==> src/rtl/lsc_pkg.sv <==
// ----------------------------------------------------------------------------
// lsc_pkg: shared definitions for the Lamport sequence clock
// Operation codes, status codes, register indexes, field widths and the
// watermark check used by the clock datapath.
// ----------------------------------------------------------------------------
package lsc_pkg;

    localparam int LOCAL_W = 56;
    localparam int STAMP_W = 64;
    localparam int COUNT_W = 64;
    localparam int NODE_W  = 8;
    localparam int OP_W    = 3;
    localparam int STAT_W  = 3;

    localparam int CFG_DATA_W = 64;
    localparam int CFG_ADDR_W = 5;

    // Result tdata: 617 bits of fields padded to 78 bytes.
    localparam int M_DATA_W = 624;
    localparam int S_DATA_W = 64;

    localparam logic [OP_W-1:0] OP_ADVANCE = 3'd0;
    localparam logic [OP_W-1:0] OP_COMMIT  = 3'd1;
    localparam logic [OP_W-1:0] OP_ABORT   = 3'd2;
    localparam logic [OP_W-1:0] OP_OBSERVE = 3'd3;
    localparam logic [OP_W-1:0] OP_SWEEP   = 3'd4;

    localparam logic [STAT_W-1:0] ST_OK      = 3'd0;
    localparam logic [STAT_W-1:0] ST_SKIP    = 3'd1;
    localparam logic [STAT_W-1:0] ST_BADNODE = 3'd2;
    localparam logic [STAT_W-1:0] ST_REJECT  = 3'd3;
    localparam logic [STAT_W-1:0] ST_PANIC   = 3'd4;
    localparam logic [STAT_W-1:0] ST_WARN    = 3'd5;

    localparam logic [1:0] REG_NODE   = 2'd0;
    localparam logic [1:0] REG_ENABLE = 2'd1;
    localparam logic [1:0] REG_WARN   = 2'd2;
    localparam logic [1:0] REG_PANIC  = 2'd3;

    localparam logic [NODE_W-1:0]  NODE_MAX_VALID = 8'd127;
    localparam logic [NODE_W-1:0]  NODE_RESET     = 8'd255;
    localparam logic [LOCAL_W-1:0] LOCAL_TOP      = {LOCAL_W{1'b1}};
    localparam logic [LOCAL_W-1:0] WARN_RESET     = 56'h04_0000_0000_0000;
    localparam logic [LOCAL_W-1:0] PANIC_RESET    = 56'h80_0000_0000_0000;

    // Panic takes precedence over warning.
    function automatic logic [STAT_W-1:0] level_check(
        input logic [LOCAL_W-1:0] v,
        input logic [LOCAL_W-1:0] warn,
        input logic [LOCAL_W-1:0] panic
    );
        logic [STAT_W-1:0] st;
        if (v >= panic) begin
            st = ST_PANIC;
        end else if (v >= warn) begin
            st = ST_WARN;
        end else begin
            st = ST_OK;
        end
        return st;
    endfunction

endpackage

==> src/rtl/lamport_sequence_clock.sv <==
// ----------------------------------------------------------------------------
// lamport_sequence_clock: 56-bit Lamport logical clock with node stamping
// Advance, commit/abort advance, observe of a remote stamp and sweep, with
// warning and panic watermarks and wrapping statistics counters.
// ----------------------------------------------------------------------------
// Latency: the result of a transaction appears on the master side in the cycle
// after it is accepted. Throughput: one transaction per cycle while results
// are taken, set by the single registered pass through the clock update logic;
// the output register frees itself in the same cycle that its result is taken.
// Reset (aresetn low, synchronous) clears the clock and all counters and
// loads the configuration registers with their reset values.
module lamport_sequence_clock (
    input  logic                           aclk,
    input  logic                           aresetn,
    // Input channel
    input  logic                           s_tvalid,
    output logic                           s_tready,
    // tdata: remote_stamp [63:0]
    input  logic [lsc_pkg::S_DATA_W-1:0]   s_tdata,
    // tuser: op [2:0]
    input  logic [lsc_pkg::OP_W-1:0]       s_tuser,
    // Result channel
    output logic                           m_tvalid,
    input  logic                           m_tready,
    // tdata from bit 0 up: stamp_out [63:0], current_stamp [127:64],
    // observe_raised [128], sweep_batch [184:129], advance_total [248:185],
    // commit_total [312:249], abort_total [376:313], raise_total [440:377],
    // remote_max [496:441], sweep_total [560:497], batch_max [616:561],
    // zero padding [623:617]
    output logic [lsc_pkg::M_DATA_W-1:0]   m_tdata,
    // tuser: status [2:0]
    output logic [lsc_pkg::STAT_W-1:0]     m_tuser,
    // Configuration port
    input  logic                           psel,
    input  logic                           penable,
    input  logic                           pwrite,
    input  logic [lsc_pkg::CFG_ADDR_W-1:0] paddr,
    input  logic [lsc_pkg::CFG_DATA_W-1:0] pwdata,
    output logic [lsc_pkg::CFG_DATA_W-1:0] prdata,
    output logic                           pready
);
    import lsc_pkg::*;

    // Configuration registers
    logic [NODE_W-1:0]  node_reg;
    logic               enable_reg;
    logic [LOCAL_W-1:0] warn_reg;
    logic [LOCAL_W-1:0] panic_reg;

    // Clock state
    logic [LOCAL_W-1:0] local_clock_reg,      local_clock_next;
    logic [COUNT_W-1:0] advance_count_reg,    advance_count_next;
    logic [COUNT_W-1:0] commit_count_reg,     commit_count_next;
    logic [COUNT_W-1:0] abort_count_reg,      abort_count_next;
    logic [COUNT_W-1:0] raise_count_reg,      raise_count_next;
    logic [LOCAL_W-1:0] remote_seen_max_reg,  remote_seen_max_next;
    logic [COUNT_W-1:0] sweep_count_reg,      sweep_count_next;
    logic [LOCAL_W-1:0] last_sweep_clock_reg, last_sweep_clock_next;
    logic [LOCAL_W-1:0] largest_batch_reg,    largest_batch_next;

    // Output register
    logic                m_tvalid_reg;
    logic [M_DATA_W-1:0] m_tdata_reg, m_tdata_next;
    logic [STAT_W-1:0]   m_tuser_reg, m_tuser_next;

    logic in_take;
    logic cfg_write;

    // Per-transaction intermediate values
    logic               node_ok;
    logic [LOCAL_W-1:0] clock_inc;
    logic [LOCAL_W-1:0] remote_value;
    logic [LOCAL_W-1:0] raise_target;
    logic [LOCAL_W-1:0] sweep_diff;
    logic [STAMP_W-1:0] stamp_out;
    logic [STAMP_W-1:0] current_stamp;
    logic [STAT_W-1:0]  status;
    logic [STAT_W-1:0]  level;
    logic               raised;
    logic [LOCAL_W-1:0] sweep_batch;

    // The output register accepts a new result whenever it is empty or its
    // current result is being taken in this cycle, so a stalled result never
    // costs more than the cycles it is stalled.
    assign s_tready  = !m_tvalid_reg || m_tready;
    assign in_take   = s_tvalid && s_tready;
    assign cfg_write = psel && penable && pwrite;

    assign m_tvalid = m_tvalid_reg;
    assign m_tdata  = m_tdata_reg;
    assign m_tuser  = m_tuser_reg;
    assign pready   = 1'b1;

    // Node ids from 0 to 127 are valid; the upper half of the byte is not.
    assign node_ok      = (node_reg <= NODE_MAX_VALID);
    assign clock_inc    = local_clock_reg + LOCAL_W'(1);
    assign remote_value = s_tdata[LOCAL_W-1:0];
    assign raise_target = remote_value + LOCAL_W'(1);
    assign sweep_diff   = local_clock_reg - last_sweep_clock_reg;

    always_comb begin
        local_clock_next      = local_clock_reg;
        advance_count_next    = advance_count_reg;
        commit_count_next     = commit_count_reg;
        abort_count_next      = abort_count_reg;
        raise_count_next      = raise_count_reg;
        remote_seen_max_next  = remote_seen_max_reg;
        sweep_count_next      = sweep_count_reg;
        last_sweep_clock_next = last_sweep_clock_reg;
        largest_batch_next    = largest_batch_reg;
        stamp_out             = '0;
        status                = ST_OK;
        raised                = 1'b0;
        sweep_batch           = '0;
        level                 = ST_OK;

        unique case (s_tuser)
            OP_ADVANCE: begin
                if (!node_ok) begin
                    status = ST_BADNODE;
                end else begin
                    local_clock_next   = clock_inc;
                    advance_count_next = advance_count_reg + COUNT_W'(1);
                    stamp_out          = {node_reg, clock_inc};
                end
            end
            OP_COMMIT, OP_ABORT: begin
                if (!enable_reg || !node_ok) begin
                    status = ST_SKIP;
                end else begin
                    local_clock_next   = clock_inc;
                    advance_count_next = advance_count_reg + COUNT_W'(1);
                    stamp_out          = {node_reg, clock_inc};
                    if (s_tuser == OP_COMMIT) begin
                        commit_count_next = commit_count_reg + COUNT_W'(1);
                    end else begin
                        abort_count_next = abort_count_reg + COUNT_W'(1);
                    end
                end
            end
            OP_OBSERVE: begin
                // A zero stamp carries no information and is ignored. A remote
                // value at the very top of the range cannot be followed and is
                // rejected. Otherwise, if the clock is not already past the remote value, it
                // moves past it, unless that would land it at or above the panic level, in
                // which case nothing at all changes.
                if (s_tdata != '0) begin
                    if (remote_value == LOCAL_TOP) begin
                        status = ST_REJECT;
                    end else begin
                        if (local_clock_reg <= remote_value) begin
                            level  = level_check(raise_target, warn_reg, panic_reg);
                            status = level;
                            if (level != ST_PANIC) begin
                                local_clock_next   = raise_target;
                                raise_count_next   = raise_count_reg + COUNT_W'(1);
                                advance_count_next = advance_count_reg + COUNT_W'(1);
                                raised             = 1'b1;
                            end
                        end
                        if (level != ST_PANIC && remote_value > remote_seen_max_reg) begin
                            remote_seen_max_next = remote_value;
                        end
                    end
                end
            end
            OP_SWEEP: begin
                if (!enable_reg) begin
                    status = ST_SKIP;
                end else begin
                    level  = level_check(local_clock_reg, warn_reg, panic_reg);
                    status = level;
                    if (level != ST_PANIC) begin
                        // After the clock has wrapped below the last sweep
                        // point the batch counts as empty.
                        if (local_clock_reg >= last_sweep_clock_reg) begin
                            sweep_batch = sweep_diff;
                        end
                        last_sweep_clock_next = local_clock_reg;
                        sweep_count_next      = sweep_count_reg + COUNT_W'(1);
                        if (sweep_batch > largest_batch_reg) begin
                            largest_batch_next = sweep_batch;
                        end
                    end
                end
            end
            default: begin
                status = ST_SKIP;
            end
        endcase

        // Stamp of the clock after this op; zero for a bad node or a zero clock.
        if (node_ok && local_clock_next != '0) begin
            current_stamp = {node_reg, local_clock_next};
        end else begin
            current_stamp = '0;
        end

        m_tdata_next = {
            {(M_DATA_W - 617){1'b0}},
            largest_batch_next,
            sweep_count_next,
            remote_seen_max_next,
            raise_count_next,
            abort_count_next,
            commit_count_next,
            advance_count_next,
            sweep_batch,
            raised,
            current_stamp,
            stamp_out
        };
        m_tuser_next = status;
    end

    // Clock state and output handshake
    always_ff @(posedge aclk) begin
        if (!aresetn) begin
            local_clock_reg      <= '0;
            advance_count_reg    <= '0;
            commit_count_reg     <= '0;
            abort_count_reg      <= '0;
            raise_count_reg      <= '0;
            remote_seen_max_reg  <= '0;
            sweep_count_reg      <= '0;
            last_sweep_clock_reg <= '0;
            largest_batch_reg    <= '0;
            m_tvalid_reg         <= 1'b0;
        end else begin
            if (in_take) begin
                local_clock_reg      <= local_clock_next;
                advance_count_reg    <= advance_count_next;
                commit_count_reg     <= commit_count_next;
                abort_count_reg      <= abort_count_next;
                raise_count_reg      <= raise_count_next;
                remote_seen_max_reg  <= remote_seen_max_next;
                sweep_count_reg      <= sweep_count_next;
                last_sweep_clock_reg <= last_sweep_clock_next;
                largest_batch_reg    <= largest_batch_next;
                m_tvalid_reg         <= 1'b1;
            end else if (m_tready) begin
                m_tvalid_reg <= 1'b0;
            end
        end
    end

    // Result payload carries no reset.
    always_ff @(posedge aclk) begin
        if (in_take) begin
            m_tdata_reg <= m_tdata_next;
            m_tuser_reg <= m_tuser_next;
        end
    end

    // Configuration registers: each sits at a 64-bit slot, so address bits
    // 4 and 3 select the register.
    always_ff @(posedge aclk) begin
        if (!aresetn) begin
            node_reg   <= NODE_RESET;
            enable_reg <= 1'b0;
            warn_reg   <= WARN_RESET;
            panic_reg  <= PANIC_RESET;
        end else if (cfg_write) begin
            unique case (paddr[4:3])
                REG_NODE:   node_reg   <= pwdata[NODE_W-1:0];
                REG_ENABLE: enable_reg <= pwdata[0];
                REG_WARN:   warn_reg   <= pwdata[LOCAL_W-1:0];
                REG_PANIC:  panic_reg  <= pwdata[LOCAL_W-1:0];
                default: begin
                end
            endcase
        end
    end

    always_comb begin
        unique case (paddr[4:3])
            REG_NODE:   prdata = CFG_DATA_W'(node_reg);
            REG_ENABLE: prdata = CFG_DATA_W'(enable_reg);
            REG_WARN:   prdata = CFG_DATA_W'(warn_reg);
            REG_PANIC:  prdata = CFG_DATA_W'(panic_reg);
            default:    prdata = '0;
        endcase
    end

endmodule
==> config.mk <==
export PLATFORM = sky130hd
export DESIGN_NAME = lamport_sequence_clock
export DESIGN_NICKNAME = d
export VERILOG_FILES = /design/src/rtl/lsc_pkg.sv /design/src/rtl/lamport_sequence_clock.sv
export SDC_FILE = /design/constraint.sdc
export NUM_CORES = 2
export LEC_CHECK = 0
export ABC_AREA = 1
export BUFFER_PORTS_ARGS = -buffer_cell sky130_fd_sc_hd__buf_2
export CAP_MARGIN = 0
export CELL_PAD_IN_SITES_DETAIL_PLACEMENT = 2
export CELL_PAD_IN_SITES_GLOBAL_PLACEMENT = 2
export CORE_MARGIN = 4
export CORE_UTILIZATION = 38
export DETAILED_ROUTE_END_ITERATION = 6
export PLACE_DENSITY_LB_ADDON = 0.1
export SLEW_MARGIN = 25
export SYNTH_ARGS = -nofsm -noshare
export SYNTH_HDL_FRONTEND = slang
export SYNTH_SLANG_ARGS = --single-unit
==> constraint.sdc <==
create_clock -name aclk -period 57.3 [get_ports aclk]
set_clock_uncertainty 0.05 [all_clocks]
set_input_delay 0 -clock aclk [delete_from_list [all_inputs] [get_ports aclk]]
set_output_delay 0 -clock aclk [all_outputs]
set_load 0.01 [all_outputs]
==> Yosys cells after proc, flatten, opt, wreduce, memory -nomap -nowiden <==
Index checks and enable logic that the tools add are counted.
{ "totals": {"regBits": 1286, "inputBits": 143, "output_inout_bits": 694, "elab_cells": 140} }
{ "classes": {"n_addsub": 8, "magnitude_cmp": 9, "eq_ne": 11, "muxes": 67, "bitwise_logic": 3, "n_reduce_logical": 23} }
{ "op_table": {"columns": ["cell", "n"], "rows": [
  ["two-way mux 64 bit", 22],
  ["two-way mux 56 bit", 18],
  ["adder 64 x 1 -> 64 bit (second input constant)", 5],
  [">= comparator 56 bit", 5],
  ["one-hot mux 64 bit (4 select lines)", 1],
  ["one-hot mux 64 bit (3 select lines)", 1],
  ["one-hot mux 56 bit (3 select lines)", 1],
  ["one-hot mux 64 bit (2 select lines)", 1],
  ["adder 56 x 1 -> 56 bit (second input constant)", 2],
  ["> comparator 56 bit", 2],
  ["nonzero test 64 bit", 1],
  ["equality test 56 bit (second input constant)", 1],
  ["less-or-equal comparator 56 bit", 1],
  ["nonzero test 56 bit", 1],
  ["subtractor 56 bit", 1],
  ["two-way mux 3 bit", 17],
  ["one-hot mux 3 bit (4 select lines)", 1],
  ["inequality test 3 bit (second input constant)", 3],
  ["less-or-equal comparator 8 x 7 -> 1 bit (second input constant)", 1],
  ["AND reduction 2 bit", 4],
  ["equality test 3 x 2 -> 1 bit (second input constant)", 2],
  ["logical AND 1 bit", 5],
  ["equality test 2 bit (second input constant)", 2],
  ["two-way mux 1 bit", 4],
  ["14 further kinds", 19]
]} }

==> Depth between registers and ports, before layout <==
{ "depth": {"ltp_word": 18, "ltp_mapped": 39, "ltp_nobuf": 37} }

==> Worst setup path before layout <==
No wires, ideal clock.
{ "synth_timing": {"path_type": "register to register", "from": "register m_tvalid_reg (netlist: m_tvalid)", "to": "register local_clock_reg[41]", "setup_time_ps": 792, "arrival_ps": 18623, "required_time_ps": 56458, "slack_ps": 37836, "path_stages_with_launch": 8, "path_buffers": 3, "synth_period_minus_slack_ps": 19464, "path_cell_list": "dfxtp_1 > nand2_1 > nand2_1 > clkbuf_1 > clkinv_1 > clkbuf_1 > clkbuf_1 > a21oi_1"} }
{ "synth_via": {"elab_chain_cells": 3} }
{ "synth_rtl": {"columns": ["element", "line", "source"], "rows": [
  ["start: declaration", "lamport_sequence_clock.sv:62", "logic m_tvalid_reg;"],
  ["start signal: assignment", "lamport_sequence_clock.sv:228", "m_tvalid_reg <= 1'b0;"],
  ["start signal: assignment", "lamport_sequence_clock.sv:240", "m_tvalid_reg <= 1'b1;"],
  ["start signal: assignment", "lamport_sequence_clock.sv:242", "m_tvalid_reg <= 1'b0;"],
  ["logical NOT 1 bit", "lamport_sequence_clock.sv:85", "assign s_tready = !m_tvalid_reg || m_tready;"],
  ["logical OR 1 bit", "lamport_sequence_clock.sv:85", null],
  ["named net s_tready", "lamport_sequence_clock.sv:17", "output logic s_tready,"],
  ["logical AND 1 bit", "lamport_sequence_clock.sv:86", "assign in_take = s_tvalid && s_tready;"],
  ["named net in_take", "lamport_sequence_clock.sv:66", "logic in_take;"],
  ["end signal: assignment", "lamport_sequence_clock.sv:231", "local_clock_reg <= local_clock_next;"],
  ["end: declaration", "lamport_sequence_clock.sv:51", "logic [LOCAL_W-1:0] local_clock_reg, local_clock_next;"]
]} }
The timed path passes the listed nets, and every way through them passes these cells.
A chain may end at the register's enable or synchronous reset.

==> Worst setup path in the final report <==
{ "layout_timing": {"from": "input port s_tdata[0] (netlist name)", "to": "register m_tdata_reg[80] (netlist: m_tdata[80]) (data pin)"} }
{ "layout_via": {"elab_chain_cells": 16, "word_cells_on_any_way": 20, "cone_classes": "1 x add/sub; 3 x order compare; 2 x eq/ne; 11 x mux; 3 x reduce/logical"} }
{ "layout_rtl": {"columns": ["element", "line", "source"], "rows": [
  ["start: declaration", "lamport_sequence_clock.sv:19", "input logic [lsc_pkg::S_DATA_W-1:0] s_tdata,"],
  ["adder 56 x 1 -> 56 bit", "lamport_sequence_clock.sv:98", "assign raise_target = remote_value + LOCAL_W'(1);"],
  [">= comparator 56 bit", "lsc_pkg.sv:55", "end else if (v >= warn) begin"],
  ["two-way mux 3 bit", "lsc_pkg.sv:55", null],
  ["two-way mux 3 bit", "lsc_pkg.sv:53", "if (v >= panic) begin"],
  ["two-way mux 3 bit", "lamport_sequence_clock.sv:151", "if (local_clock_reg <= remote_value) begin"],
  ["two-way mux 3 bit", "lamport_sequence_clock.sv:148", "if (remote_value == LOCAL_TOP) begin"],
  ["two-way mux 3 bit", "lamport_sequence_clock.sv:147", "if (s_tdata != '0) begin"],
  ["two-way mux 3 bit", "lamport_sequence_clock.sv:117", "unique case (s_tuser)"],
  ["inequality test 3 bit", "lamport_sequence_clock.sv:154", "if (level != ST_PANIC) begin"],
  ["two-way mux 56 bit", "lamport_sequence_clock.sv:154", null],
  ["two-way mux 56 bit", "lamport_sequence_clock.sv:151", null],
  ["two-way mux 56 bit", "lamport_sequence_clock.sv:148", null],
  ["two-way mux 56 bit (*)", "lamport_sequence_clock.sv:147", null],
  ["one-hot mux 56 bit (3 select lines) (*)", "lamport_sequence_clock.sv:117", null],
  ["nonzero test 56 bit", "lamport_sequence_clock.sv:193", "if (node_ok && local_clock_next != '0) begin"],
  ["logical AND 1 bit", "lamport_sequence_clock.sv:193", null],
  ["end signal: assignment", "lamport_sequence_clock.sv:250", "m_tdata_reg <= m_tdata_next;"],
  ["end: declaration", "lamport_sequence_clock.sv:63", "logic [M_DATA_W-1:0] m_tdata_reg, m_tdata_next;"]
]} }
Mark *: on every way between the ends. The rest lies on a longest branch, timed or not. The select of a mux whose other input is x is not followed.

==> results_dict.tcl <==
set metrics [dict create \
    outcome "completed" \
    cp.arrival_ns 8.86 \
    clk_pin_slew_ns 0.07 \
    wl_per_cell_um 27.5 \
    reg2reg_depth 29 \
    yosys.area_share.simple 0.186 \
    cts-root-buf "clkbuf_16" \
    path_depth 32 \
    cts_max_level 4 \
    rsz0062_at_grt "false" \
    cp_top_family "simple AND/OR/NAND/NOR gates" \
    r2r_slack_ns 49.28 \
    seq_area_frac_synth 0.431 \
    ys_types 73 \
    drt-total-wl_mm 358 \
    worst-path-buf-inv 5 \
    drt-pass1-iter-count 6 \
    layout_commonest_cell "inv_1" \
    pin_count 837 \
    yosysWarnings 0 \
    insertion_delay_ns 0.87 \
    slew_headroom 0.208 \
    initial_core_util 0.384 \
    die_x_um 450 \
    combPwrFrac 0.208 \
    worstPathRequired_ns 57.74 \
    grt_pass1_wl_mm 527 \
    gr-total-overflow 0 \
    cts_tree "yes" \
    die_h_um 450 \
    synth_enable_flop_cells 620 \
    setup-violations-final 0 \
    fin_nets 10975 \
    grt_usage 0.342 \
    grt_pass1_vias 80000 \
    synth.area.mux_share 0 \
    grt_max_degree 201 \
    hp-class "primary input to flop" \
    dpl.hpwl_mm 260 \
    finalCritPeriodShare 0.147 \
    postSynthAreaPerCell_um2 7.84 \
    ir_drop_v 0.0000288 \
    slew_viol_final 0 \
    final_cell_mix "1,595 x inv_1, 1,419 x nand2_1, 920 x o21ai_0" \
    worst-path-max-fanout 63 \
    synth_flop_cell "dfxtp_1" \
    critical_path_class "primary input to flop" \
    netSwitchingPower_mw 0.870 \
    path_common_cell "nor2_1" \
    min_path_cells 4 \
    switching_share 0.328 \
    final_cell_area_um2 88000 \
    power_frac_seq 0.402 \
    final_cell_count_no_fill 13044 \
    synth_top_family_by_area "simple AND/OR/NAND/NOR gates" \
    gp_congestion 0.973 \
    port_buffers 809 \
    drt_drc_violations_left 0 \
    drive_above_1_share 0.121 \
    cts_buffers 153 \
    hold_violations 0 \
    vias 73788 \
    post_dp_cell_area_um2 80800 \
    p_leak_nw 39.5 \
    rows 161 \
    largest_reg_flops 617 \
    cts_sinks 1286 \
    fin_hold_ws_ns 0.0300 \
    power-per-cell-area_nw_per_um2 30.2 \
    die_area_um2 202000 \
    synth-async-reset-ratio 0 \
    drtIter0Drc 4944 \
    fmaxAchievable_mhz 119 \
    syn_to_final_growth_pct 18.8 \
    tns_ns 0 \
    period_needed_ns 8.42 \
    crit_path_top_delay_cell "inv_2" \
    core-area_um2 193000 \
    antenna_found_initial 20 \
    ys_ff_latch 1286 \
    synth_fa_ha_area_frac 0.0776 \
    critPathCaptureType "flop" \
    start_kind "primary input" \
    max-cap-violations 0 \
    power_frac_clock 0.390 \
    worst_pin_slew_ns 1.19 \
    syn-cell-area_um2 74100 \
    dpl.cell_count 12553 \
    synth-xor-area-share 0.0464 \
    syn_inst 9459 \
    viasPerCell 5.66 \
    ant_nets 0 \
    internal-power_mw 1.79 \
    cts_buffer_depth 3 \
    crit_path_max_incr_delay_ns 0.90 \
    synth_compound_area_frac 0.155 \
]
==> power by group through the flow <==
stage / clock network (mW) / registers (mW) / logic, mW
2_1_floorplan: 0 / 1.11 / 0.287
3_3_place_gp: 0 / 1.08 / 0.494
3_5_place_dp: 0 / 1.09 / 0.523
4_1_cts: 1.04 / 1.07 / 0.541
5_1_grt: 1.09 / 1.07 / 0.603
6_report: 1.04 / 1.07 / 0.552
==> cell families (layout without fill, tap and decap cells) <==
| group | count (synthesis) | count (layout) |
|---|---|---|
| AND/OR/NAND/NOR | 3192 | 3192 |
| flip-flops | 1286 | 1286 |
| XOR/XNOR | 393 | 393 |
| other | 2 | 31 |
| buffers and inverters | 2001 | 3031 |
| AO/OA/AOI/OAI | 2126 | 2126 |
| adder cells (fa/ha/maj) | 459 | 459 |
==> cell type report <==
cell class / count / area, um2
tap: 2526 / 3160
fill: 21712 / 105000
sequential: 1286 / 32000
timing repair buffer: 1111 / 6880
clock buffer: 218 / 4430
inverter: 1633 / 6150
clock inverter: 69 / 779
antenna: 13 / 32.5
multi-input combinational: 6188 / 34700
==> cells in the mapped netlist, drive strengths merged, types with 79 or more instances <==
cell type	n	area, um2
nor3	255	1340
nand2	1430	5400
nand3	266	1370
dfxtp	666	13300
nor4	96	601
xor2	355	3110
edfxtp	620	18600
buf	79	458
nand4	194	1230
clkbuf	289	1080
o21ai	946	4730
nor2	887	3410
ha	458	5730
a21oi	838	4210
inv	1623	6090
==> metal layers <==
metal / track usage / vias up / routed length (um)
met5: 0 / - / 13
met4: 0.222 / 2 / 27400
met3: 0.0520 / 837 / 17900
met2: 0.580 / 2253 / 170000
met1: 0.404 / 37369 / 143000
li1: - / 33327 / -
==> metrics by stage <==
step	setup WS (ns)	total power [mW]	util
final	48.88	2.66	0.456
after global routing	48.62	2.76	0.456
after CTS	48.59	2.65	0.455
after detailed placement	48.68	1.61	0.419
after global placement	49.03	1.58	0.418
after floorplan	37.84	1.40	-
==> worst reg2reg max path: cells and delay by family, from the launching register on <==
kind | cells | cell delay [ns]
compound gates | 7 | 2.60
fa+ha+maj | 2 | 0.73
flops | 1 | 0.30
buf+inv | 6 | 1.25
simple gates | 14 | 2.99
==> timing repair <==
item | in CTS | in global routing
hold buffers | 191 | 0
hold endpoints to repair | 403 | 0
resized for setup | 0 | 0
buffers inserted | 0 | 0
==> final timing paths <==
check,start,to
min,pwdata[21],warn_reg[21]
min reg2reg,raise_count_reg[16],raise_count_reg[16]
max,s_tdata[0],m_tdata[80]
max reg2reg,local_clock_reg[5],largest_batch_reg[54]
No activity file was read; power rests on OpenSTA's default activity.
